### config.mk
export PLATFORM = sky130hd
export DESIGN_NAME = hyperram_bus_decoder_unit
export DESIGN_NICKNAME = d
export VERILOG_FILES = /design/src/rtl/hbd_pkg.sv /design/src/rtl/hbd_cfg.sv /design/src/rtl/hbd_core.sv /design/src/rtl/hbd_out_buf.sv /design/src/rtl/hyperram_bus_decoder_unit.sv
export SDC_FILE = /design/constraint.sdc
export NUM_CORES = 1
export LEC_CHECK = 0
export BUFFER_PORTS_ARGS = -buffer_cell sky130_fd_sc_hd__buf_2
export CAP_MARGIN = 20
export CORE_ASPECT_RATIO = 1.5
export CORE_MARGIN = 3
export CORE_UTILIZATION = 59
export CTS_CLUSTER_SIZE = 30
export DETAILED_ROUTE_END_ITERATION = 10
export PLACE_DENSITY = 0.94
export SYNTH_ARGS = -nofsm -noshare
export SYNTH_HDL_FRONTEND = slang
export SYNTH_SLANG_ARGS = --single-unit
### constraint.sdc
create_clock -name clk -period 25.5 [get_ports clk]
set_input_delay 6.375 -clock clk [delete_from_list [all_inputs] [get_ports clk]]
set_output_delay 6.375 -clock clk [all_outputs]
set_load 0.1 [all_outputs]
### src/rtl/hbd_pkg.sv
// ----------------------------------------------------------------------------
// hbd_pkg
// types, codes and constants shared by the hyperram bus decoder files
// ----------------------------------------------------------------------------
package hbd_pkg;

  localparam int CFG_ADDR_W = 3;
  localparam int CFG_DATA_W = 32;
  localparam int LAT_W      = 4;
  localparam int LEFT_W     = 6;
  localparam int CA_W       = 48;
  localparam int CA_BYTES   = 6;

  localparam logic [CFG_ADDR_W-1:0] REG_LATENCY_ADDR = 3'd0;
  localparam logic [LAT_W-1:0]      LATENCY_RESET    = 4'd3;
  localparam logic [LAT_W-1:0]      LATENCY_MIN      = 4'd2;

  typedef enum logic [1:0] {
    OP_CS    = 2'd0,
    OP_CLK   = 2'd1,
    OP_RWDS  = 2'd2,
    OP_NONE  = 2'd3
  } op_t;

  typedef enum logic [2:0] {
    KIND_SELECT   = 3'd0,
    KIND_DESELECT = 3'd1,
    KIND_CA       = 3'd2,
    KIND_WAIT     = 3'd3,
    KIND_DATA     = 3'd4
  } kind_t;

  typedef enum logic [2:0] {
    PH_IDLE  = 3'd0,
    PH_DESEL = 3'd1,
    PH_CA    = 3'd2,
    PH_RWAIT = 3'd3,
    PH_WWAIT = 3'd4,
    PH_READ  = 3'd5,
    PH_WRITE = 3'd6
  } phase_t;

  typedef struct packed {
    logic [1:0] op;
    logic       cs_n_level;
    logic       rwds_level;
    logic [7:0] dq_byte;
  } in_item_t;

  typedef struct packed {
    logic [2:0]  symbol_kind;
    logic [47:0] symbol_value;
    logic [31:0] decoded_address;
    logic        is_read;
    logic        is_register;
    logic        is_linear;
  } out_item_t;

  typedef struct packed {
    logic      valid;
    out_item_t item;
  } result_t;

endpackage

### src/rtl/hbd_cfg.sv
// ----------------------------------------------------------------------------
// hbd_cfg
// apb register file holding the initial latency setting
// ----------------------------------------------------------------------------
module hbd_cfg (
  input  logic                             clk,
  input  logic                             rst_n,
  input  logic                             cfg_psel,
  input  logic                             cfg_penable,
  input  logic                             cfg_pwrite,
  input  logic [hbd_pkg::CFG_ADDR_W-1:0]   cfg_paddr,
  input  logic [hbd_pkg::CFG_DATA_W-1:0]   cfg_pwdata,
  output logic [hbd_pkg::CFG_DATA_W-1:0]   cfg_prdata,
  output logic                             cfg_pready,
  output logic [hbd_pkg::LAT_W-1:0]        latency
);

  logic [hbd_pkg::LAT_W-1:0] latency_r;
  logic [hbd_pkg::LAT_W-1:0] latency_nxt;
  logic                      hit;

  assign cfg_pready = 1'b1;
  assign hit        = (cfg_paddr[hbd_pkg::CFG_ADDR_W-1] ==
                       hbd_pkg::REG_LATENCY_ADDR[hbd_pkg::CFG_ADDR_W-1]);

  always_comb begin
    latency_nxt = latency_r;
    if (cfg_psel && cfg_penable && cfg_pwrite && cfg_pready && hit) begin
      latency_nxt = cfg_pwdata[hbd_pkg::LAT_W-1:0];
    end
  end

  always_ff @(posedge clk) begin
    if (!rst_n) begin
      latency_r <= hbd_pkg::LATENCY_RESET;
    end else begin
      latency_r <= latency_nxt;
    end
  end

  always_comb begin
    cfg_prdata = '0;
    if (hit) begin
      cfg_prdata = {{(hbd_pkg::CFG_DATA_W-hbd_pkg::LAT_W){1'b0}}, latency_r};
    end
  end

  assign latency = latency_r;

endmodule

### src/rtl/hbd_core.sv
// ----------------------------------------------------------------------------
// hbd_core
// transaction state machine: command-address capture, latency count, data
// ----------------------------------------------------------------------------
module hbd_core (
  input  logic                       clk,
  input  logic                       rst_n,
  input  logic                       accept,
  input  hbd_pkg::in_item_t          item,
  input  logic [hbd_pkg::LAT_W-1:0]  latency,
  output hbd_pkg::result_t           result
);

  hbd_pkg::phase_t             phase_r, phase_nxt;
  logic [hbd_pkg::CA_W-1:0]    ca_shift_r, ca_shift_nxt;
  logic [2:0]                  ca_count_r, ca_count_nxt;
  logic                        fcp_r, fcp_nxt;
  logic [hbd_pkg::LEFT_W-1:0]  left_r, left_nxt;

  logic [hbd_pkg::CA_W-1:0]    shift_new;
  logic [2:0]                  count_new;
  logic [hbd_pkg::LEFT_W-1:0]  left_dec;
  logic [hbd_pkg::LEFT_W-1:0]  left_init;
  logic [hbd_pkg::LAT_W-1:0]   lat_eff;
  logic [hbd_pkg::LEFT_W-1:0]  lat_cycles;
  logic                        cs_high;
  logic                        is_clk;
  logic                        ca_done;

  assign cs_high   = item.cs_n_level;
  assign is_clk    = (item.op == hbd_pkg::OP_CLK);
  assign shift_new = {ca_shift_r[hbd_pkg::CA_W-9:0], item.dq_byte};
  assign count_new = ca_count_r + 3'd1;
  assign ca_done   = (count_new >= 3'(hbd_pkg::CA_BYTES));
  assign left_dec  = left_r - 6'd1;
  assign lat_eff   = (latency < hbd_pkg::LATENCY_MIN) ? hbd_pkg::LATENCY_MIN : latency;
  assign lat_cycles = item.rwds_level ? {lat_eff, 2'b00} : {1'b0, lat_eff, 1'b0};
  assign left_init = lat_cycles - 6'd2;

  // next state
  always_comb begin
    phase_nxt    = phase_r;
    ca_shift_nxt = ca_shift_r;
    ca_count_nxt = ca_count_r;
    fcp_nxt      = fcp_r;
    left_nxt     = left_r;
    if (accept) begin
      case (phase_r)
        hbd_pkg::PH_DESEL: begin
          if (!cs_high) begin
            phase_nxt    = hbd_pkg::PH_CA;
            ca_shift_nxt = '0;
            ca_count_nxt = '0;
            fcp_nxt      = 1'b1;
          end
        end
        hbd_pkg::PH_CA: begin
          if (cs_high) begin
            phase_nxt = hbd_pkg::PH_DESEL;
          end else if (is_clk) begin
            ca_shift_nxt = shift_new;
            ca_count_nxt = count_new;
            if (fcp_r) begin
              fcp_nxt = 1'b0;
            end else if (ca_done) begin
              left_nxt = left_init;
              if (shift_new[47]) begin
                phase_nxt = hbd_pkg::PH_RWAIT;
              end else if (shift_new[46]) begin
                phase_nxt = hbd_pkg::PH_WRITE;
              end else begin
                phase_nxt = hbd_pkg::PH_WWAIT;
              end
            end
          end
        end
        hbd_pkg::PH_RWAIT, hbd_pkg::PH_WWAIT: begin
          if (cs_high) begin
            phase_nxt = hbd_pkg::PH_DESEL;
          end else if (is_clk) begin
            left_nxt = left_dec;
            if (left_dec == '0) begin
              phase_nxt = (phase_r == hbd_pkg::PH_RWAIT) ? hbd_pkg::PH_READ :
                                                           hbd_pkg::PH_WRITE;
            end
          end
        end
        hbd_pkg::PH_READ, hbd_pkg::PH_WRITE: begin
          if (cs_high) begin
            phase_nxt = hbd_pkg::PH_DESEL;
          end
        end
        default: begin
          phase_nxt = cs_high ? hbd_pkg::PH_DESEL : hbd_pkg::PH_IDLE;
        end
      endcase
    end
  end

  // result
  always_comb begin
    result = '0;
    case (phase_r)
      hbd_pkg::PH_CA: begin
        if (cs_high) begin
          result.valid            = 1'b1;
          result.item.symbol_kind = hbd_pkg::KIND_DESELECT;
        end else if (is_clk) begin
          if (fcp_r) begin
            result.valid            = 1'b1;
            result.item.symbol_kind = hbd_pkg::KIND_SELECT;
          end else if (ca_done) begin
            result.valid                = 1'b1;
            result.item.symbol_kind     = hbd_pkg::KIND_CA;
            result.item.symbol_value    = shift_new;
            result.item.decoded_address = {shift_new[44:16], shift_new[2:0]};
            result.item.is_read         = shift_new[47];
            result.item.is_register     = shift_new[46];
            result.item.is_linear       = shift_new[45];
          end
        end
      end
      hbd_pkg::PH_RWAIT, hbd_pkg::PH_WWAIT: begin
        if (cs_high) begin
          result.valid            = 1'b1;
          result.item.symbol_kind = hbd_pkg::KIND_DESELECT;
        end else if (is_clk && left_dec == '0) begin
          result.valid            = 1'b1;
          result.item.symbol_kind = hbd_pkg::KIND_WAIT;
        end
      end
      hbd_pkg::PH_READ, hbd_pkg::PH_WRITE: begin
        if (cs_high) begin
          result.valid            = 1'b1;
          result.item.symbol_kind = hbd_pkg::KIND_DESELECT;
        end else if ((phase_r == hbd_pkg::PH_READ && item.op == hbd_pkg::OP_RWDS) ||
                     (phase_r == hbd_pkg::PH_WRITE && is_clk)) begin
          result.valid             = 1'b1;
          result.item.symbol_kind  = hbd_pkg::KIND_DATA;
          result.item.symbol_value = {40'd0, item.dq_byte};
        end
      end
      default: begin
        result = '0;
      end
    endcase
    result.valid = result.valid && accept;
  end

  always_ff @(posedge clk) begin
    if (!rst_n) begin
      phase_r    <= hbd_pkg::PH_IDLE;
      ca_shift_r <= '0;
      ca_count_r <= '0;
      fcp_r      <= 1'b0;
      left_r     <= '0;
    end else begin
      phase_r    <= phase_nxt;
      ca_shift_r <= ca_shift_nxt;
      ca_count_r <= ca_count_nxt;
      fcp_r      <= fcp_nxt;
      left_r     <= left_nxt;
    end
  end

  wait_exit_a: assert property (@(posedge clk) disable iff (!rst_n)
    (accept && !cs_high && is_clk && phase_r == hbd_pkg::PH_RWAIT && left_dec == '0)
    |=> phase_r == hbd_pkg::PH_READ)
    else $error("read wait did not enter data phase");

  wait_left_a: assert property (@(posedge clk) disable iff (!rst_n)
    (phase_r == hbd_pkg::PH_RWAIT || phase_r == hbd_pkg::PH_WWAIT) |->
    (left_r != '0 && left_r <= 6'd58))
    else $error("latency count out of range");

  ca_count_a: assert property (@(posedge clk) disable iff (!rst_n)
    (phase_r == hbd_pkg::PH_CA) |-> (ca_count_r < 3'(hbd_pkg::CA_BYTES)))
    else $error("command-address byte count overran");

endmodule

### src/rtl/hbd_out_buf.sv
// ----------------------------------------------------------------------------
// hbd_out_buf
// result register with one skid entry toward the output channel
// ----------------------------------------------------------------------------
module hbd_out_buf (
  input  logic               clk,
  input  logic               rst_n,
  input  hbd_pkg::result_t   result,
  output logic               full,
  output logic               out_valid,
  input  logic               out_stall,
  output hbd_pkg::out_item_t out_item
);

  logic               main_v_r, main_v_nxt;
  logic               skid_v_r, skid_v_nxt;
  hbd_pkg::out_item_t main_r, main_nxt;
  hbd_pkg::out_item_t skid_r, skid_nxt;
  logic               pop;

  assign pop       = main_v_r && !out_stall;
  assign full      = skid_v_r;
  assign out_valid = main_v_r;
  assign out_item  = main_r;

  always_comb begin
    main_v_nxt = main_v_r;
    skid_v_nxt = skid_v_r;
    main_nxt   = main_r;
    skid_nxt   = skid_r;
    if (!main_v_r || pop) begin
      if (skid_v_r) begin
        main_nxt   = skid_r;
        skid_v_nxt = 1'b0;
      end else begin
        main_v_nxt = result.valid;
        main_nxt   = result.item;
      end
    end else if (result.valid) begin
      skid_v_nxt = 1'b1;
      skid_nxt   = result.item;
    end
  end

  always_ff @(posedge clk) begin
    if (!rst_n) begin
      main_v_r <= 1'b0;
      skid_v_r <= 1'b0;
    end else begin
      main_v_r <= main_v_nxt;
      skid_v_r <= skid_v_nxt;
    end
  end

  always_ff @(posedge clk) begin
    main_r <= main_nxt;
    skid_r <= skid_nxt;
  end

  skid_main_a: assert property (@(posedge clk) disable iff (!rst_n)
    skid_v_r |-> main_v_r)
    else $error("skid entry held without a result in front");

  no_overrun_a: assert property (@(posedge clk) disable iff (!rst_n)
    skid_v_r |-> !result.valid)
    else $error("result arrived while buffer full");

  to_skid_a: assert property (@(posedge clk) disable iff (!rst_n)
    (result.valid && main_v_r && !pop) |=> skid_v_r)
    else $error("result lost while output stalled");

endmodule

### src/rtl/hyperram_bus_decoder_unit.sv
// ----------------------------------------------------------------------------
// hyperram_bus_decoder_unit
// decodes hyperram bus events into select, command-address, wait, data and
// deselect symbols
// ----------------------------------------------------------------------------
//   channel | direction | handshake             | payload
//   in      | input     | in_valid / in_stall   | in_item  (op, cs#, rwds, dq)
//   out     | output    | out_valid / out_stall | out_item (symbol and decode)
//   cfg     | input     | apb psel/penable      | initial latency, address 0-3
//
// one event per cycle while in_stall is low; out_item is a registered result
// the state machine updates in the cycle an event is taken
// in_stall rises only when both result register and skid entry are full
// synchronous active-low reset; latency register resets to 3
// ----------------------------------------------------------------------------
module hyperram_bus_decoder_unit (
  input  logic                             clk,
  input  logic                             rst_n,
  input  logic                             in_valid,
  output logic                             in_stall,
  input  hbd_pkg::in_item_t                in_item,
  output logic                             out_valid,
  input  logic                             out_stall,
  output hbd_pkg::out_item_t               out_item,
  input  logic                             cfg_psel,
  input  logic                             cfg_penable,
  input  logic                             cfg_pwrite,
  input  logic [hbd_pkg::CFG_ADDR_W-1:0]   cfg_paddr,
  input  logic [hbd_pkg::CFG_DATA_W-1:0]   cfg_pwdata,
  output logic [hbd_pkg::CFG_DATA_W-1:0]   cfg_prdata,
  output logic                             cfg_pready
);

  logic [hbd_pkg::LAT_W-1:0] latency;
  logic                      accept;
  logic                      full;
  hbd_pkg::result_t          result;

  assign in_stall = full;
  assign accept   = in_valid && !full;

  hbd_cfg u_cfg (
    .clk         (clk),
    .rst_n       (rst_n),
    .cfg_psel    (cfg_psel),
    .cfg_penable (cfg_penable),
    .cfg_pwrite  (cfg_pwrite),
    .cfg_paddr   (cfg_paddr),
    .cfg_pwdata  (cfg_pwdata),
    .cfg_prdata  (cfg_prdata),
    .cfg_pready  (cfg_pready),
    .latency     (latency)
  );

  hbd_core u_core (
    .clk     (clk),
    .rst_n   (rst_n),
    .accept  (accept),
    .item    (in_item),
    .latency (latency),
    .result  (result)
  );

  hbd_out_buf u_out_buf (
    .clk       (clk),
    .rst_n     (rst_n),
    .result    (result),
    .full      (full),
    .out_valid (out_valid),
    .out_stall (out_stall),
    .out_item  (out_item)
  );

endmodule
# After elaboration in Yosys (flattened, before gate mapping)

Cells that the tools add are included.

Add/sub/neg operators: 3
Multiply operators: 0
Divide/modulo/power cells: 0
Magnitude comparators: 2
Equal/unequal tests: 21
Shift operators: 0
Mux-type cells: 51
Bitwise logic cells: 4
Reductions and logical operators: 25

Operator list:

| kind                                                                    | number |
|---|---|
| 87-bit two-way mux                                                      | 2 |
| 83-bit two-way mux                                                      | 2 |
| 40-bit two-way mux                                                      | 3 |
| 48-bit one-hot mux with 2 select lines                                  | 1 |
| 86-bit two-way mux                                                      | 1 |
| 40-bit one-hot mux with 2 select lines                                  | 1 |
| 52-bit two-way mux                                                      | 1 |
| 48-bit two-way mux                                                      | 1 |
| 6-bit two-way mux                                                       | 7 |
| 3-bit two-way mux                                                       | 13 |
| 35-bit two-way mux                                                      | 1 |
| 4-bit two-way mux                                                       | 7 |
| 8-bit AND reduction                                                     | 2 |
| 3-bit by 2-bit inequality test with 1-bit output, second input constant | 4 |
| 3-bit one-hot mux with 4 select lines                                   | 1 |
| 4-bit one-hot mux with 3 select lines                                   | 1 |
| 6-bit one-hot mux with 2 select lines                                   | 1 |
| 2-bit inequality test, second input constant                            | 5 |
| 3-bit == test, second input constant                                    | 3 |
| 1-bit logical AND                                                       | 9 |
| 3-bit by 2-bit == test with 1-bit output, second input constant         | 2 |
| 6-bit logical NOT                                                       | 1 |
| 2-bit by 1-bit inequality test with 1-bit output, second input constant | 3 |
| 3-bit one-hot mux with 2 select lines                                   | 1 |
| other kinds (19)                                                        | 33 |

Flip-flop bits (word level): 231
Latch bits: 0
Memory bits (writable): 0
Bits in read-only memories: 0
Word-level logic and storage cells: 126
Memories kept: 0

# Depth between registers and ports, before layout

Depth after elaboration: 9
Gate-level depth with buffers: 9

# Hierarchy

A second synthesis with hierarchy kept.

Cells, all modules: 742
Area total of the unflattened synthesis: 10054.6 sq um

Modules (own cells, without submodules):

| module                    | instances | cells each | area each (sq um) | seq. area each (sq um) |
|---|---|---|---|---|
| hbd_out_buf               | 1         | 276        | 6316.1            | 5205.0 |
| hbd_core                  | 1         | 412        | 3283.1            | 1061.0 |
| hbd_cfg                   | 1         | 53         | 441.7             | 80.1 |
| hyperram_bus_decoder_unit | 1         | 1          | 13.8              | 0.0 |

# Least setup slack after synthesis

Ideal clock, no wire load.

Path type: input to register
Start point: input out_stall
End point: register u_out_buf.skid_r[0] in the netlist's numbering, enable pin
Data arrival time: 14234 ps
Data required time: 24868 ps
Path slack: 10634 ps
Cell stages on the path: 2
Path buffers: 0
Path through: nand2_1 > nor3_1

Longest elaborated chain between the ends: 5

RTL lines:

| element                       | line                            | text |
|---|---|---|
| from (decl)                   | hyperram_bus_decoder_unit.sv:23 | `input logic out_stall,` |
| 1-bit logical NOT             | hbd_out_buf.sv:21               | `assign pop = main_v_r && !out_stall;` |
| 1-bit logical AND             | hbd_out_buf.sv:21               |  |
| 1-bit logical OR              | hbd_out_buf.sv:31               | `if (!main_v_r \|\| pop) begin` |
| 1-bit NOT (no line)           | -                               |  |
| 2-bit AND reduction (no line) | -                               |  |
| to (signal assigned)          | hbd_out_buf.sv:57               | `skid_r <= skid_nxt;` |
| to (decl)                     | hbd_out_buf.sv:18               | `hbd_pkg::out_item_t skid_r, skid_nxt;` |

No other way between the ends.
A chain may end at the register's enable or synchronous reset.

# Worst setup path in the final report

Start point: input cfg_paddr[2] in the netlist's numbering
End point: output cfg_prdata[2] in the netlist's numbering

Longest elaborated chain between the ends: 1

RTL lines:

| element           | line                            | text |
|---|---|---|
| from (decl)       | hyperram_bus_decoder_unit.sv:28 | `input logic [hbd_pkg::CFG_ADDR_W-1:0] cfg_paddr,` |
| 4-bit two-way mux | hbd_cfg.sv:43                   | `if (hit) begin` |
| to (decl)         | hyperram_bus_decoder_unit.sv:30 | `output logic [hbd_pkg::CFG_DATA_W-1:0] cfg_prdata,` |

No other way between the ends.

==> results.md <==
Outcome:
- The run finished with clean final reports.

CTS:
- Counting along the longest clock path gives a buffer depth of 3.
- The total of cells resized after clock tree synthesis is 0.
- The hold buffer count at CTS is 0.
- TritonCTS built the clock tree.
- The post-CTS repair timing setup buffer count is 0.
- The buffer cell driving the clock tree root is sky130_fd_sc_hd__clkbuf_16.
- Clock tree synthesis inserted a total of 20 buffers.
- The clock-pin slew on the worst setup and hold paths is roughly 70 ps.
- The number of H-tree levels is 1.
- The number of sinks handled by clock tree synthesis is 229.
- The insertion delay of the later-clocked pin in the worst-skew pair is roughly 480 ps.

Worst setup path:
- The type of origin of the critical path is an input port.
- The signal on the critical path passes through buf_2 > nor2b_1 > buf_2.
- Counting both buffers and inverters, the worst setup path holds a total of 2.
- By instance count, the cell type seen most on the critical path is sky130_fd_sc_hd__buf_2.
- The startpoint identified for the worst register-to-register timing path is u_core.phase_r[1].
- Of all nets on the critical path, the largest fanout is 5.
- STA classifies the critical path endpoint as an output pin.
- The logic depth of the worst register-to-register path is 6.
- At the worst endpoint, the required time is approximately 19,000 ps.
- The worst-path cell with the longest stage delay is sky130_fd_sc_hd__buf_2.
- The worst register-to-register path ends at u_out_buf.out_item[64].
- In this design, the stage delay of the slowest critical-path cell is around 440 ps.
- For flop-to-flop paths, the worst setup slack is approximately 23,000 ps.
- The critical path is of the input port to output pin type.
- Data on the critical path arrives at its endpoint at 7060 ps.
- The kind of cell adding the most delay to the critical path is buffers and inverters.

Place:
- The sum of net half-perimeters after detailed placement is between 10 and 15 mm.
- The number of buffers inserted by port buffering is roughly 120.
- Routability-driven placement finished with a final weighted congestion of 0.8435.

Synth:
- Sorting the synthesized cells by how often they occur yields sky130_fd_sc_hd__edfxtp_1 (170), sky130_fd_sc_hd__nand2_1 (83), sky130_fd_sc_hd__inv_1 (68).
- In this run, synthesis produced a sequential element count of 229.
- The cell count after synthesis is between 800 and 900.
- The count of warnings emitted by yosys is 0.
- The most used flip-flop cell after synthesis is sky130_fd_sc_hd__edfxtp_1.
- The mean cell area of the mapped netlist is approximately 12 um2.
- In this run, synthesis inferred 170 flip-flops with an integrated enable.
- The cell area after technology mapping is around 10000 um2.
- The share of synthesized registers carrying an async set or reset is 0%.
- The synthesized design spends more area on one cell type than any other, namely sky130_fd_sc_hd__edfxtp_1.
- Yosys attributes the largest share of cell area to sky130_fd_sc_hd__edfxtp_1 (51%), sky130_fd_sc_hd__dfxtp_1 (12%), sky130_fd_sc_hd__o21ai_2 (4.9%).
- The distinct cell type count after synthesis is between 60 and 70.
- The fraction of the yosys area taken by sequential cells is a little over three fifths.
- Summed over its instances, the top area cell type makes up between 50% and 60% of the synthesized netlist area.
- By instance count, the leading cell after synthesis is sky130_fd_sc_hd__edfxtp_1.

Cells and area:
- Compared with the post-synthesis result, the final layout area differs by 12.78%.
- Cells fill between 60% and 70% of the core in the end.
- The repair_antennas step left the layout with diodes totalling 0.
- Counting the fill cells in the layout gives ~1,100.
- Of the cells placed in the final design, the portion with a size suffix greater than 1 is 29.84%.
- The final net count is 970.

Timing:
- Setup repair after global routing left no endpoint under its margin.
- Between clock sinks in the finished design, the worst skew comes to 10.08 ps.
- The number of slew-limit violations in the final report came to 0.
- For the pin with the worst max-slew slack, the measured transition is about 1000 ps.
- Headroom to the max-slew limit came out at just over 30%.
- Setup violations remaining at the end of the flow were counted as 0.
- After layout, the worst path uses between 50% and 60% of the clock period.
- Based on the critical path, the design can be clocked at up to 74.42 MHz.
- The final number of hold-violating endpoints is 0.
- The final-layout setup total negative slack is 0 ps.
- The final critical-path required period is 13,440 ps.

Route:
- In the final routed layout, each cell accounts on average for 16.88 um.
- The pre-antenna-repair detailed-routing pass consisted of 5 iterations.
- The routed via count is 6,286.
- The count of antenna-violating nets left after detailed routing is 0.
- After detailed routing, the number of remaining DRC violations is 0.
- The met3 layer wire length in the routed design is roughly 960 um.
- In this run the top signal layer used is met4.
- The detailed-route wire length on metal 1 is a little over 7 mm.
- The detail-routed via count per cell is 5.558.
- Detailed routing placed a total of roughly 10 mm of wire on met2.
- The violation count after the first detailed-route iteration is 324.
- The total detailed-routing wirelength is 19.09 mm.

Hold path:
- The cell count of the worst hold path is 2.
- The class of the tightest hold or removal check is register to register.
- The worst-case hold path end point is u_core.left_r[1].
- In this run the most critical hold path is launched from u_core.left_r[1].

Floorplan:
- The floorplan step defined a die boundary enclosing ~19,000 um2.
- In this run the horizontal extent of the chip is 112.2 um.
- The vertical extent of the die is between 150 and 200 um.
- For this configuration, the core starts out at a cell density of approximately 61%.
- The floorplan core area is 16,400 um2.
- The number of top-level pins is ~180.
- The floorplan has 57 rows.

Global route:
- The total congestion overflow after global routing is 0.
- The global-route usage over all layers is 20.26%.
- The number of antenna violations at the first check in global routing was 0.
- The via count of the first global-routing pass is a little over 6,000.
- The global-route wire length before repair is slightly above 30 mm.
- The pin count of the biggest net entering global routing is 86.

Power:
- The cell area power density is around 68 nW/um2.
- The peak supply drop is 0.04830 mV.
- The static power due to leakage is 0.005329 uW.

Run:
- The max-cap violation count is 0.
## where the power goes
part / switching [uW] / internal [uW] / total [uW]
logic: 48.6 / 10.0 / 58.6
clock network: 127 / 171 / 298
registers: 5.97 / 400 / 406
total: 182 / 581 / 763
## layout make-up
cell class	count	area (um2)	share of cell area, %
clock inverters	9	78.83	0.7008
multi-input cells	468	3104	27.60
clock buffers	27	579.3	5.150
flip-flops and latches	229	6290	55.92
well taps	206	257.7	2.291
repair buffers	124	683.2	6.073
inverters	68	255.2	2.269
## worst reg2reg max path: cells and delay by family, from the launching register on
kind | cells | cell delay [ps]
AO/OA/AOI/OAI | 1 | 180
buffers and inverters | 1 | 460
flip-flops | 1 | 680
AND/OR/NAND/NOR | 4 | 1450
## layout by cell type (no fill, tap or decap), types with 4 or more instances in the layout
cell type	netlist	layout
sky130_fd_sc_hd__a21boi_0	4	4
sky130_fd_sc_hd__a21oi_1	9	8
sky130_fd_sc_hd__and2_1	22	22
sky130_fd_sc_hd__buf_2	5	115
sky130_fd_sc_hd__buf_4	31	7
sky130_fd_sc_hd__clkbuf_1	36	4
sky130_fd_sc_hd__clkbuf_16	0	22
sky130_fd_sc_hd__clkinv_2	0	4
sky130_fd_sc_hd__conb_1	2	29
sky130_fd_sc_hd__dfxtp_1	59	58
sky130_fd_sc_hd__edfxtp_1	170	170
sky130_fd_sc_hd__ha_1	5	5
sky130_fd_sc_hd__inv_1	68	68
sky130_fd_sc_hd__mux2_2	21	21
sky130_fd_sc_hd__mux2i_1	5	5
sky130_fd_sc_hd__nand2_1	83	82
sky130_fd_sc_hd__nand2_4	30	31
sky130_fd_sc_hd__nand2b_1	6	6
sky130_fd_sc_hd__nor2_1	59	59
sky130_fd_sc_hd__nor2b_1	13	13
sky130_fd_sc_hd__o21ai_0	14	14
sky130_fd_sc_hd__o21ai_1	6	5
sky130_fd_sc_hd__o21ai_2	56	56
sky130_fd_sc_hd__o22ai_1	43	43
sky130_fd_sc_hd__o31ai_1	4	4
sky130_fd_sc_hd__xnor2_1	5	5
## how the worst max path moves through the flow
| stage | endpoint | start | cells after the start | slack, ps |
|---|---|---|---|---|
| floorplan | u_out_buf.skid_r[0] | out_stall | 2 | 10630 |
| global placement | cfg_prdata[1] | cfg_paddr[2] | 3 | 12100 |
| detailed placement | cfg_prdata[1] | cfg_paddr[2] | 3 | 12070 |
| CTS | cfg_prdata[1] | cfg_paddr[2] | 3 | 12060 |
| global route | cfg_prdata[2] | cfg_paddr[2] | 3 | 12030 |
| finish | cfg_prdata[2] | cfg_paddr[2] | 3 | 12060 |
## state kept, by name (all words and copies together) (netlist names)
signal and flops:
u_cfg.latency 4, u_core.ca_count_r 3, u_core.ca_shift_r 40, u_core.fcp_r 1, u_core.left_r 6, u_core.phase_r 3, u_out_buf.full 1, u_out_buf.out_item 85
u_out_buf.out_valid 1, u_out_buf.skid_r 85
## per-layer routing
layer / GRT usage, % / vias up
li1: - / 3016
met1: 22.89 / 3035
met2: 38.09 / 191
met3: 2.953 / 44
met4: 8.420 / 0
met5: 0 / -
## kinds of logic after synthesis
kind of cell | after synthesis | share of synthesized area, %
multiplexers | 26 | 2.873
XOR/XNOR | 6 | 0.5269
flip-flops | 229 | 63.03
AO/OA/AOI/OAI | 165 | 12.41
adder cells (fa/ha/maj) | 5 | 0.6273
buffers and inverters | 144 | 7.214
AND/OR/NAND/NOR | 237 | 13.25
other | 2 | 0.07530
## stage by stage
stage | setup slack (ps) | power [uW] | instances | hold WS (ps) | instance area [um2]
after detailed placement | 12070 | 472.3 | 1093 | 458.8 | 10540
after global routing | 12030 | 786.4 | 1131 | 498.5 | 11250
after CTS | 12060 | 767.5 | 1129 | 468.1 | 11190
after global placement | 12100 | 471.1 | 1093 | 455.3 | 10540
after floorplan | 10630 | 467.0 | 841 | 437.8 | 10070
final | 12060 | 763.0 | 1131 | 467.6 | 11250
(Power assumes the default switching activity.)
